==> config.mk <==
export PLATFORM = sky130hd
export DESIGN_NAME = gsaa_sqrt
export DESIGN_NICKNAME = d
export VERILOG_FILES = /design/src/hw/rtl/gsaa_pkg.sv /design/src/hw/rtl/gsaa_sqrt.sv
export SDC_FILE = /design/constraint.sdc
export NUM_CORES = 2
export LEC_CHECK = 0
export ABC_CLOCK_PERIOD_IN_PS = 8550
export BUFFER_PORTS_ARGS = -buffer_cell sky130_fd_sc_hd__buf_2
export CORE_UTILIZATION = 61
export CTS_BUF_LIST = sky130_fd_sc_hd__clkbuf_8
export CTS_CLUSTER_DIAMETER = 80
export CTS_CLUSTER_SIZE = 25
export DETAILED_ROUTE_END_ITERATION = 16
export PLACE_DENSITY = 0.77
export REMOVE_ABC_BUFFERS = 1
export SYNTH_ARGS = -nofsm -noshare
export SYNTH_HDL_FRONTEND = slang
export SYNTH_SLANG_ARGS = --single-unit
export TNS_END_PERCENT = 50
==> constraint.sdc <==
create_clock -name clock -period 8.55 [get_ports clock]
set_input_delay 1.71 -clock clock [delete_from_list [all_inputs] [get_ports clock]]
set_output_delay 1.71 -clock clock [all_outputs]
set_load 0.01 [all_outputs]
==> src/hw/rtl/gsaa_pkg.sv <==
package gsaa_pkg;

   typedef struct packed {
      logic signed [15:0] log_scale_a;
      logic signed [15:0] log_scale_b;
      logic signed [15:0] log_scale_c;
      logic signed [15:0] quat_w;
      logic signed [15:0] quat_x;
      logic signed [15:0] quat_y;
      logic signed [15:0] quat_z;
      logic signed [15:0] opacity_logit;
      logic signed [15:0] dc_red;
      logic signed [15:0] dc_green;
      logic signed [15:0] dc_blue;
   } req_type;

   typedef struct packed {
      logic [23:0]        size_first;
      logic [23:0]        size_second;
      logic [23:0]        size_third;
      logic signed [15:0] rot_out_x;
      logic signed [15:0] rot_out_y;
      logic signed [15:0] rot_out_z;
      logic signed [15:0] rot_out_w;
      logic signed [15:0] color_red;
      logic signed [15:0] color_green;
      logic signed [15:0] color_blue;
      logic [16:0]        alpha;
   } rsp_type;

   localparam int EXP_N_W = 9;
   localparam int EXP_P_W = 31;
   localparam int EXP_LAT = 7;

   localparam logic [28:0] LOG2E_Q28 = 29'd387270501;
   localparam logic [28:0] C0_Q30    = 29'd302896976;
   localparam logic [30:0] ONE_Q30   = 31'd1073741824;
   localparam logic [30:0] EXP_C1    = 31'd744261118;
   localparam logic [30:0] EXP_C2    = 31'd257941248;
   localparam logic [30:0] EXP_C3    = 31'd59597083;
   localparam logic [30:0] EXP_C4    = 31'd10327387;
   localparam logic [30:0] EXP_C5    = 31'd1431680;
   localparam logic [30:0] EXP_C6    = 31'd165394;

   localparam logic [23:0] SIZE_SAT   = 24'hFFFFFF;
   localparam logic [15:0] ROT_ONE    = 16'd16384;
   localparam logic [16:0] ALPHA_ONE  = 17'd65536;
   localparam int          COLOR_HALF = 2048;

   localparam int SQRT_W   = 31;
   localparam int QDIV_W   = 16;
   localparam int QNUM_W   = 44;
   localparam int ADIV_W   = 17;
   localparam int ANUM_W   = 47;
   localparam int ADEN_W   = 32;

   localparam int COL_STG   = 2;
   localparam int SZ_STG    = EXP_LAT + 2;
   localparam int AL_Q_STG  = EXP_LAT + 2 + ADIV_W;
   localparam int AL_STG    = AL_Q_STG + 1;
   localparam int Q_ROOT_STG = 2 + SQRT_W;
   localparam int Q_NUM_STG = Q_ROOT_STG + 1;
   localparam int Q_QUO_STG = Q_NUM_STG + QDIV_W;
   localparam int LAT       = Q_QUO_STG + 1;

   function automatic logic [30:0] exp_coef(input logic [2:0] k);
      logic [30:0] c;
      case (k)
         3'd0: c = EXP_C5;
         3'd1: c = EXP_C4;
         3'd2: c = EXP_C3;
         3'd3: c = EXP_C2;
         3'd4: c = EXP_C1;
         default: c = ONE_Q30;
      endcase
      return c;
   endfunction

endpackage

==> src/hw/rtl/gsaa_sqrt.sv <==
module gsaa_sqrt
   import gsaa_pkg::*;
#(
   parameter int R_W = 31
) (
   input  logic               clock,
   input  logic               en,
   input  logic [2*R_W-1:0]   v,
   output logic [R_W-1:0]     root
);

   logic [R_W+1:0]   rem_ff  [R_W-1];
   logic [2*R_W-1:0] v_ff    [R_W-1];
   logic [R_W-1:0]   root_ff [R_W];
   logic [R_W+1:0]   rem_in  [R_W];
   logic [2*R_W-1:0] v_in    [R_W];
   logic [R_W-1:0]   root_in [R_W];

   always_comb begin
      logic [R_W+1:0]   rem_p;
      logic [2*R_W-1:0] v_p;
      logic [R_W-1:0]   root_p;
      logic [R_W+3:0]   rem_sh;
      logic [R_W+3:0]   trial;
      logic             ge;
      for (int i = 0; i < R_W; i++) begin
         if (i == 0) begin
            rem_p  = '0;
            v_p    = v;
            root_p = '0;
         end else begin
            rem_p  = rem_ff[i-1];
            v_p    = v_ff[i-1];
            root_p = root_ff[i-1];
         end
         rem_sh     = {rem_p, v_p[2*R_W-1 -: 2]};
         trial      = (R_W+4)'({root_p, 2'b01});
         ge         = rem_sh >= trial;
         rem_in[i]  = ge ? (R_W+2)'(rem_sh - trial) : (R_W+2)'(rem_sh);
         v_in[i]    = v_p << 2;
         root_in[i] = {root_p[R_W-2:0], ge};
      end
   end

   always_ff @(posedge clock) begin
      if (en) begin
         for (int i = 0; i < R_W - 1; i++) begin
            rem_ff[i] <= rem_in[i];
            v_ff[i]   <= v_in[i];
         end
         for (int i = 0; i < R_W; i++) begin
            root_ff[i] <= root_in[i];
         end
      end
   end

   assign root = root_ff[R_W-1];

endmodule

# Word-level counts from Yosys, hierarchy flattened
# Memories as Yosys holds them, arrays and structs flattened.
# Index checks and enable logic that the tools add are counted.
# W data, S select, Z words.
# totals
out_inout_bits	31
ramBits	3751
ff_bits	0
memories	3
inputBits	64
# memory_table
name	depth	width	read_ports	rd_ports_with_merged_regs	write_ports	line_no	source
v_ff	30	60	30	0	30	gsaa_sqrt.sv:13	logic [2*R_W-1:0] v_ff [R_W-1];
rem_ff	30	33	30	0	30	gsaa_sqrt.sv:12	logic [R_W+1:0] rem_ff [R_W-1];
root_ff	31	31	31	0	31	gsaa_sqrt.sv:14	logic [R_W-1:0] root_ff [R_W];
# classes
addsub	30
order_cmp	31
mux	32
# ops
op	n
$ge A35 B33 Y1	30
$mux W33	30
$sub A33 B33 Y33	29
$sub A2 B1 Y3 const B	1
$ge A2 B1 Y1 const B	1
$mux W1	2

# Longest topological paths before layout
# An unclocked memory read counts as a cell.
# logic_depth
ltp_word	3
mapped_depth	15

# Least setup slack after synthesis
# OpenSTA, ideal clock, no wires.
# synth_path
kind	reg2reg
from	mem rem_ff[0][173] in the netlist's numbering
to	mem rem_ff[0][208] in the netlist's numbering (data pin)
n_path_buf	2
required_ns	8.289
path_stages_with_launch	13
t_arrival_ns	3.435
slack_ns	4.854
setup_time_ns	0.261
path_cell_list	edfxtp_1 > or4_4 > or4_4 > or4_4 > or3_4 > nand2b_4 > nor4_2 > nand2b_1 > buf_2 > nor3b_1 > buf_6 > nor2b_1 > xor2_1
# synth_rtl
item	line_no
from (decl)	gsaa_sqrt.sv:12

==> results by group <==
Yosys
  • Synth area leader: edfxtp_1
  • Sequential area share after synthesis: 64.5%
  • Top cell type's share of synthesized area: 64.5%
  • Syn_area_per_cell: 12.9 sq um
  • Synth Instances: 8567
  • Yosys warns: 0
  • Synth cell types: 86
  • Async S/R FF share, synth: 0%
  • Register bit count reported by yosys: 2368
  • Number of synthesized flops with an enable pin: 2368
  • Synth Flop Type: edfxtp_1
  • Synth area leaders: edfxtp_1, ha_1, xnor2_1, xor2_1, inv_1
  • Syn Std Cell Area: 110000 sq um

Placement
  • # placed instances: 10870
  • I/O Buffers: 94
  • Placer Congestion: 0.932
  • Dpl cell area: 113000 sq um
  • Placed wire-length estimate: 156 mm

Worst setup path
  • Critical path required time: 9.29 ns
  • CP Max Fanout: 32
  • CP Launch Type: register
  • Crit path kind: register to register
  • Worst setup EP type: register
  • Worst Path Arrival: 5.35 ns

Cells and area
  • Share of layout cells above drive strength 1: 5.59%
  • Utilization after layout: 64.9%
  • Sequential cell area: 71100 sq um
  • Area growth syn-to-layout: 5.27%
  • Most common cell after layout, fill and taps aside: edfxtp_1
  • Footprint of the multi-input gates: 36000 sq um
  • Non-filler instance count after layout: 11086
  • Final Cell Area: 116000 sq um
  • Commonest cells after routing, fill and taps aside: edfxtp_1, inv_1, nand2_1
  • Fin nets: 9242
  • Layout fillers: 13050

Clocking
  • CTS tree: yes
  • CTS Sinks: 2368
  • Cts hold-fix bufs: 0
  • Clock Tree Buf Depth: 3
  • CTS root buffer: clkbuf_8
  • Post-CTS resize count: 0
  • Num CTS Buffers: 133
  • Worst-path clk slew: 0.14 ns
  • H-tree depth: 4
  • Worst-Skew Late Latency: 0.98 ns
  • Setup bufs post-CTS: 0

Timing
  • Final Skew: 0.0451 ns
  • Final hold violation count: 0
  • RSZ-0062 raised after global routing: false
  • Max Slew Vio Count: 0
  • Peak Freq: 217 MHz
  • Crit share post-route: 53.9%
  • Minimum clock period: 4.61 ns
  • Max_slew headroom: 11.7%
  • Worst Max-Slew Pin Slew: 1.31 ns
  • Final number of setup-violating endpoints: 0

Routing
  • Vias/cell: 5.85
  • Initial DRC count: 5865
  • Routed via count: 64833
  • Post-DR wirelength/cell: 19.3 um
  • Antenna Nets Post-Route: 0
  • DR DRC count: 0
  • Pre-antenna DRT Iters: 6
  • Final wirelength: 214 mm

Power
  • Worst IR Drop VDD: 192 uV
  • PD cells: 234 nW/um^2
  • Leak: 43.8 nW

Global routing
  • GRT Util Overall: 23.3%
  • Grt ovf: 0
  • Largest net degree at the start of global routing: 185
  • Initial antenna violation count: 3
  • First-pass GRT wire length: 335 mm
  • Vias in the first global route: 62164

Floorplanning
  • Die Area: 183000 sq um
  • Initial core utilization: 61.6%
  • Core area: 179000 sq um
  • Die Y-Extent: 427 um
  • IO Pins: 95
  • Die width: 427 um
  • Number of core rows: 155

Run
  • Max-Cap Viols: 0

Worst hold path
  • Tightest Hold Check Type: register to register

Run status
  • Status: finished, final reports clean
==> flip-flops by register name, summed over array words and instances (netlist names) <==
name	cells
v_ff	930
root_ff	496
rem_ff	942
==> metal layers <==
metal	track usage (%)	share of wire, %	vias up
met5	0	0.016	-
met4	6.27	2.5	4
met3	2.95	4.5	324
met2	39.6	49	1520
met1	31.6	44	31415
li1	-	-	31570
==> cell usage after synthesis, drive strengths merged, types with 13 or more instances <==
cell type,count
nand4,101
a21o,214
nor3,238
inv,663
a31oi,49
edfxtp,2368
o211ai,28
or2,51
and2,29
nand3b,34
o21bai,45
and3,40
xor2,364
nor2b,90
nand2b,136
mux2,55
a211oi,37
nand4b,15
nor2,522
nor4,117
o21ai,472
a21boi,23
xnor2,416
nor3b,24
o31ai,62
buf,47
a21oi,490
clkbuf,146
a2111oi,16
nand2,611
and4,15
o21a,89
or3,77
or4,49
ha,528
nand3,133
mux2i,18
a211o,13
==> kinds of logic after synthesis <==
family                     count (synthesis)  synth area share [%]
DFF                                     2368                  64.5
xor gates and xnor gates                 780                  6.19
AOI/OAI and AO/OA                       1659                  9.27
other                                      1               0.00340
buffers and inverters                    857                  3.03
adders and majority gates                528                  5.99
muxes                                     73                 0.725
and+or+nand+nor                         2301                  10.3
==> power by group <==
group / internal, mW / switching, mW
sequential: 14.6 / 0.986
combinational: 2.60 / 3.71
clock: 1.73 / 3.58
total: 18.9 / 8.28
==> stage by stage <==
| stage | setup slack, ns | total power [mW] | hold slack (ns) | TNS (ns) |
|---|---|---|---|---|
| after global placement | 4.00 | 21.9 | 0.400 | 0 |
| after floorplan | -0.711 | 20.0 | 0.400 | -20.00 |
| after global routing | 3.53 | 28.6 | 0.416 | 0 |
| after CTS | 3.98 | 27.4 | 0.411 | 0 |
| final | 3.94 | 27.2 | 0.419 | 0 |
| after detailed placement | 3.99 | 22.1 | 0.405 | 0 |
==> final cells by class <==
| type | count | area share [%] |
|---|---|---|
| flip-flops and latches | 2368 | 61.2 |
| repair buffers | 141 | 0.830 |
| well taps | 2355 | 2.54 |
| clock inverters | 72 | 0.661 |
| inverters | 664 | 2.15 |
| diodes | 7 | 0.0151 |
| multi-input cells | 5342 | 31.0 |
| clock buffers | 137 | 1.62 |
==> path summary, 6_finish.rpt <==
| path | slack (ns) | cells past startpoint | startpoint | endpoint |
|---|---|---|---|---|
| worst max-delay path | 3.94 | 11 | rem_ff[0][495] | rem_ff[1][26] |
| worst min-delay path | 0.42 | 0 | v_ff[0][947] | v_ff[1][49] |
| worst max register to register | 3.94 | 11 | rem_ff[0][495] | rem_ff[1][26] |
| worst min register to register | 0.42 | 0 | v_ff[0][947] | v_ff[1][49] |
==> worst max-delay path, stage by stage, from the launching register on <==
cell	delay, ns
edfxtp_1	0.41
ha_1	0.35
o21a_1	0.17
o21ai_0	0.12
nand2_1	0.14
a311oi_1	0.14
nor3b_1	0.49
a211o_1	0.97
o311ai_0	0.36
or4_1	0.63
or4_1	0.46
xnor2_1	0.14
Power figures use the tool's default switching activity.
