### config.mk
export PLATFORM = sky130hd
export DESIGN_NAME = gsaa_div
export DESIGN_NICKNAME = d
export VERILOG_FILES = /design/src/hw/rtl/gsaa_pkg.sv /design/src/hw/rtl/gsaa_div.sv
export SDC_FILE = /design/constraint.sdc
export NUM_CORES = 2
export LEC_CHECK = 0
export BUFFER_PORTS_ARGS = -buffer_cell sky130_fd_sc_hd__buf_2
export CAP_MARGIN = 20
export CORE_ASPECT_RATIO = 1.2
export CORE_MARGIN = 10
export CORE_UTILIZATION = 38
export CTS_BUF_LIST = sky130_fd_sc_hd__clkbuf_2 sky130_fd_sc_hd__clkbuf_4 sky130_fd_sc_hd__clkbuf_8
export CTS_CLUSTER_DIAMETER = 100
export CTS_CLUSTER_SIZE = 14
export DETAILED_ROUTE_END_ITERATION = 8
export PLACE_DENSITY_LB_ADDON = 0.12
export SKIP_CTS_REPAIR_TIMING = 1
export SYNTH_ARGS = -nofsm -noshare
export SYNTH_HDL_FRONTEND = slang
export SYNTH_SLANG_ARGS = --single-unit
### constraint.sdc
create_clock -name clock -period 3.2 [get_ports clock]
set_input_delay 0.16 -clock clock [delete_from_list [all_inputs] [get_ports clock]]
set_output_delay 0.16 -clock clock [all_outputs]
set_load 0.01 [all_outputs]
### src/hw/rtl/gsaa_pkg.sv
package gsaa_pkg;

   typedef struct packed {
      logic signed [15:0] log_scale_a;
      logic signed [15:0] log_scale_b;
      logic signed [15:0] log_scale_c;
      logic signed [15:0] quat_w;
      logic signed [15:0] quat_x;
      logic signed [15:0] quat_y;
      logic signed [15:0] quat_z;
      logic signed [15:0] opacity_logit;
      logic signed [15:0] dc_red;
      logic signed [15:0] dc_green;
      logic signed [15:0] dc_blue;
   } req_type;

   typedef struct packed {
      logic [23:0]        size_first;
      logic [23:0]        size_second;
      logic [23:0]        size_third;
      logic signed [15:0] rot_out_x;
      logic signed [15:0] rot_out_y;
      logic signed [15:0] rot_out_z;
      logic signed [15:0] rot_out_w;
      logic signed [15:0] color_red;
      logic signed [15:0] color_green;
      logic signed [15:0] color_blue;
      logic [16:0]        alpha;
   } rsp_type;

   localparam int EXP_N_W = 9;
   localparam int EXP_P_W = 31;
   localparam int EXP_LAT = 7;

   localparam logic [28:0] LOG2E_Q28 = 29'd387270501;
   localparam logic [28:0] C0_Q30    = 29'd302896976;
   localparam logic [30:0] ONE_Q30   = 31'd1073741824;
   localparam logic [30:0] EXP_C1    = 31'd744261118;
   localparam logic [30:0] EXP_C2    = 31'd257941248;
   localparam logic [30:0] EXP_C3    = 31'd59597083;
   localparam logic [30:0] EXP_C4    = 31'd10327387;
   localparam logic [30:0] EXP_C5    = 31'd1431680;
   localparam logic [30:0] EXP_C6    = 31'd165394;

   localparam logic [23:0] SIZE_SAT   = 24'hFFFFFF;
   localparam logic [15:0] ROT_ONE    = 16'd16384;
   localparam logic [16:0] ALPHA_ONE  = 17'd65536;
   localparam int          COLOR_HALF = 2048;

   localparam int SQRT_W   = 31;
   localparam int QDIV_W   = 16;
   localparam int QNUM_W   = 44;
   localparam int ADIV_W   = 17;
   localparam int ANUM_W   = 47;
   localparam int ADEN_W   = 32;

   localparam int COL_STG   = 2;
   localparam int SZ_STG    = EXP_LAT + 2;
   localparam int AL_Q_STG  = EXP_LAT + 2 + ADIV_W;
   localparam int AL_STG    = AL_Q_STG + 1;
   localparam int Q_ROOT_STG = 2 + SQRT_W;
   localparam int Q_NUM_STG = Q_ROOT_STG + 1;
   localparam int Q_QUO_STG = Q_NUM_STG + QDIV_W;
   localparam int LAT       = Q_QUO_STG + 1;

   function automatic logic [30:0] exp_coef(input logic [2:0] k);
      logic [30:0] c;
      case (k)
         3'd0: c = EXP_C5;
         3'd1: c = EXP_C4;
         3'd2: c = EXP_C3;
         3'd3: c = EXP_C2;
         3'd4: c = EXP_C1;
         default: c = ONE_Q30;
      endcase
      return c;
   endfunction

endpackage

### src/hw/rtl/gsaa_div.sv
module gsaa_div
   import gsaa_pkg::*;
#(
   parameter int NUM_W = 47,
   parameter int DEN_W = 32,
   parameter int Q_W   = 17
) (
   input  logic             clock,
   input  logic             en,
   input  logic [NUM_W-1:0] num,
   input  logic [DEN_W-1:0] den,
   output logic [Q_W-1:0]   quo
);

   logic [DEN_W-1:0] rem_ff [Q_W-1];
   logic [Q_W-1:0]   low_ff [Q_W-1];
   logic [DEN_W-1:0] den_ff [Q_W-1];
   logic [Q_W-1:0]   q_ff   [Q_W];
   logic [DEN_W-1:0] rem_in [Q_W];
   logic [Q_W-1:0]   low_in [Q_W];
   logic [DEN_W-1:0] den_in [Q_W];
   logic [Q_W-1:0]   q_in   [Q_W];

   always_comb begin
      logic [DEN_W-1:0] rem_p;
      logic [Q_W-1:0]   low_p;
      logic [DEN_W-1:0] den_p;
      logic [Q_W-1:0]   q_p;
      logic [DEN_W:0]   rem_sh;
      logic             ge;
      for (int i = 0; i < Q_W; i++) begin
         if (i == 0) begin
            rem_p = DEN_W'(num >> Q_W);
            low_p = num[Q_W-1:0];
            den_p = den;
            q_p   = '0;
         end else begin
            rem_p = rem_ff[i-1];
            low_p = low_ff[i-1];
            den_p = den_ff[i-1];
            q_p   = q_ff[i-1];
         end
         rem_sh    = {rem_p, low_p[Q_W-1]};
         ge        = rem_sh >= (DEN_W+1)'(den_p);
         rem_in[i] = ge ? DEN_W'(rem_sh - (DEN_W+1)'(den_p)) : DEN_W'(rem_sh);
         low_in[i] = low_p << 1;
         den_in[i] = den_p;
         q_in[i]   = {q_p[Q_W-2:0], ge};
      end
   end

   always_ff @(posedge clock) begin
      if (en) begin
         for (int i = 0; i < Q_W - 1; i++) begin
            rem_ff[i] <= rem_in[i];
            low_ff[i] <= low_in[i];
            den_ff[i] <= den_in[i];
         end
         for (int i = 0; i < Q_W; i++) begin
            q_ff[i] <= q_in[i];
         end
      end
   end

   assign quo = q_ff[Q_W-1];

endmodule

# Word-level counts from Yosys, hierarchy flattened
# Memory sizes are Yosys's and may differ from the RTL's.
# Index checks and enable logic that the tools add are counted.
[classes]
add_sub_neg = 16
muxes = 18
order_cmp = 17
[op_table]
columns = ["op", "n"]
rows = [
  [">= comparator 33 x 32 -> 1 bit", 16],
  ["two-way mux 32 bit", 16],
  ["subtractor 32 bit", 15],
  [">= comparator 31 x 32 -> 1 bit", 1],
  ["subtractor 31 x 32 -> 32 bit", 1],
  ["two-way mux 1 bit", 2],
]
[word_totals]
n_memories = 4
in_bits = 81
ram_bits = 1569
regBits = 0
[memory_table]
columns = ["name", "words", "word_bits", "read_ports", "rd_ports_with_merged_regs", "write_ports", "line_no", "source"]
rows = [
  ["den_ff", 16, 32, 16, 0, 16, "gsaa_div.sv:17", "logic [DEN_W-1:0] den_ff [Q_W-1];"],
  ["rem_ff", 16, 32, 16, 0, 16, "gsaa_div.sv:15", "logic [DEN_W-1:0] rem_ff [Q_W-1];"],
  ["q_ff", 17, 17, 17, 0, 17, "gsaa_div.sv:18", "logic [Q_W-1:0] q_ff [Q_W];"],
  ["low_ff", 16, 16, 16, 0, 16, "gsaa_div.sv:16", "logic [Q_W-1:0] low_ff [Q_W-1];"],
]

# Longest topological paths before layout
# An unclocked memory read counts as a cell.
[logic_depth]
word_depth = 3
depth_mapped = 14

# Worst setup path after synthesis
# OpenSTA, ideal clock, no wires.
[synth_timing]
kind = "register to register"
start = "mem rem_ff[5][1] (netlist: rem_ff[0][161])"
end = "mem rem_ff[6][24] (netlist: rem_ff[0][216]), data pin"
arrival_ns = 2.931
required_ns = 2.940
path_buffers = 1
slack_ns = 0.009
path_stages_with_launch = 12
setup_ns = 0.260
path_cell_list = "edfxtp_1 ha_1 o211ai_1 a21oi_1 nor4_1 o31a_1 a22oi_2 a31oi_4 a21oi_1 nor4_4 buf_6 mux2_2"
[synth_lines]
columns = ["element", "line_no"]
rows = [
  ["from (decl)", "gsaa_div.sv:15"],
]

==> reports/results.ini <==
[floorplanning]
ios = 98
row_count = 178
chipHeight_um = 507
die_x_um = 426
die-area_um2 = 216000
initial_utilization_pct = 38.2
core_area_um2 = 196000

[layout]
final_cell_area_um2 = 98800
drive_gt1_share_pct = 31.3
layout_common_cells = 1437 x buf_4, 1313 x edfxtp_1, 682 x inv_1
multi_input_area_um2 = 36100
register_area_um2 = 39400
fillers = 17600
final_core_util_pct = 50.3
mostFrequentLayoutCell = buf_4
final_nets = 9086
syn2layout_area_growth_pct = 31.6

[placement]
place.gp.congestion = 0.931
port_buffers = 97
placed_cell_area_um2 = 89300
dp_slack_ns = -0.694
dp_hpwl_um = 168000

[drt]
ant_nets = 0
finalWirelength_um = 226000
vias = 56800
drt_iter0_markers = 2418
firstDrtPassIters = 6
drc = 0
via_per_inst = 5.13
wl_per_cell_um = 20.4

[timing]
worst_slack_ns = -0.411
period_share_pct = 113
relSlewSlack_pct = 25.0
drv_slew = 0
skew_ns = 0.0512
max_freq_ghz = 0.277
finalHoldViolations = 0
tightest_slew_ns = 1.11
period_needed_ns = 3.61
setup_viol = 274
rsz0062_at_grt = true
holdWs_ns = 0.0182

[worst_setup_path]
critPathKind = flop to flop
reg2reg_depth = 14
r2r_end = rem_ff[0][131]$_DFFE_PP_
crit_end = rem_ff[0][131]$_DFFE_PP_
crit_start = den_ff[0][97]$_DFFE_PP_
worstReg2RegStart = den_ff[0][97]$_DFFE_PP_
worstPathArrival_ns = 4.25
rrSetupSlack_ns = -0.41
critical_path.max_fanout = 7
start_kind = flop
cp_data_required_time_ns = 3.84
end_kind = flop

[synth]
synth_cell_types = 95
syn-instance-count = 6682
synth-seq-cells = 1313
synth-edff-count = 1313
syn_area_um2 = 75000
ys_seq_area_share_pct = 52.5
postSynthAreaPerCell_um2 = 11.2
synth-main-ff-cell = edfxtp_1
async_reset_ff_share_pct = 0
syn_nets = 7322
ys_warn_count = 0

[power]
power_density_nw_per_um2 = 974
leakage_uw = 0.0420
peakVddDrop_v = 0.000479
total_power_uw = 96200

[run]
max_cap_viol_count = 0

[grt]
gr-total-overflow = 0
grt_pass1_wl_um = 315000
antenna_found_initial = 8
grt_max_degree = 84
grt_usage_pct = 18.7
grt_pass1_vias = 58800

[clocking]
clk_pin_slew_ns = 0.10
cts_tree = done
cts.sinks = 1313
clockBufferDepth = 3
cts_inserted_buffers = 103
h-tree-depth = 3
cts-root-buf = clkbuf_8
worst_skew_pair.late_latency_ns = 0.89

[worst_hold_path]
hold_class = input pin to flop

[outcome]
violations = negative setup slack
status = complete, but fails checks

-- worst max-delay path, stage by stage (launching register included) --
cell,delay [ns]
edfxtp_1,0.41
inv_2,0.09
ha_4,0.20
nor2b_4,0.12
o31a_1,0.27
o41a_1,0.47
a211oi_2,0.21
buf_4,0.19
nor2_4,0.06
a221o_1,0.43
o31ai_4,0.27
buf_6,0.24
buf_12,0.17
a211oi_1,0.06
a21o_1,0.16
-- sequential cells by signal (all words and copies together) (netlist names) --
signal / count
den_ff: 512
rem_ff: 512
q_ff: 153
low_ff: 136
-- how the worst min path moves through the flow --
stage | startpoint | to | slack [ns] | cells after the start
after global routing | den[7] | rem_ff[0][7]$_DFFE_PP_ | 0.004 | 6
after CTS | num[0] | low_ff[0][0]$_DFFE_PP_ | -0.66 | 1
after floorplan | den[0] | den_ff[0][0]$_DFFE_PP_ | 0.26 | 0
after global placement | num[5] | low_ff[0][5]$_DFFE_PP_ | 0.34 | 1
final | den[5] | rem_ff[0][5]$_DFFE_PP_ | 0.02 | 6
after detailed placement | num[4] | low_ff[0][4]$_DFFE_PP_ | 0.34 | 1
-- layout make-up --
class	count	area share, %
antenna	11	0.0279
clock buffer	105	1.46
clock inverter	6	0.0570
inverter	714	2.75
multi-input combinational	4475	36.6
sequential	1313	39.9
tap	2610	3.31
timing repair buffer	1839	15.9
-- synthesized netlist by cell type, drive strengths merged (129+ instances only) --
cell    count  share of area (%)
clkbuf    129               0.65
nand3     143               0.95
xor2      135                1.6
inv       713                3.6
edfxtp   1313                 53
a21o      258                2.6
o21ai     441                3.0
xnor2     254                3.0
mux2      269                4.0
nor2      318                1.6
nand2     488                2.4
ha        543                9.1
a21oi     484                3.2
-- report_power, final --
part / switching [µW] / leakage (µW) / internal (µW)
clock: 5570 / 0.000777 / 2950
sequential: 2510 / 0.0129 / 25300
combinational: 29200 / 0.0284 / 30700
total: 37200 / 0.0420 / 58900
-- layer usage --
metal  vias up  GRT usage, %  part of all wire [%]
li1      28000             -                     -
met1     27000          14.3                    28
met2      1042          41.0                    60
met3       669          1.97                   2.2
met4         0          13.0                   9.8
met5         -             0                     0
-- kinds of logic after synthesis --
kind of cell    synth area share (%)
xor+xnor                        4.54
simple gates                    9.31
compound gates                  15.1
mux                             4.33
buf+inv                         4.66
flops                           52.5
fa+ha+maj                       9.48
-- stage by stage --
| stage | setup TNS, ns | cells |
|---|---|---|
| 2_1_floorplan | 0 | 6682 |
| 3_3_place_gp | -165.22 | 10600 |
| 3_5_place_dp | -175.58 | 10600 |
| 4_1_cts | -164.11 | 10700 |
| 5_1_grt | -75.39 | 11100 |
| 6_report | -45.59 | 11100 |
No activity file was read; power rests on OpenSTA's default activity.
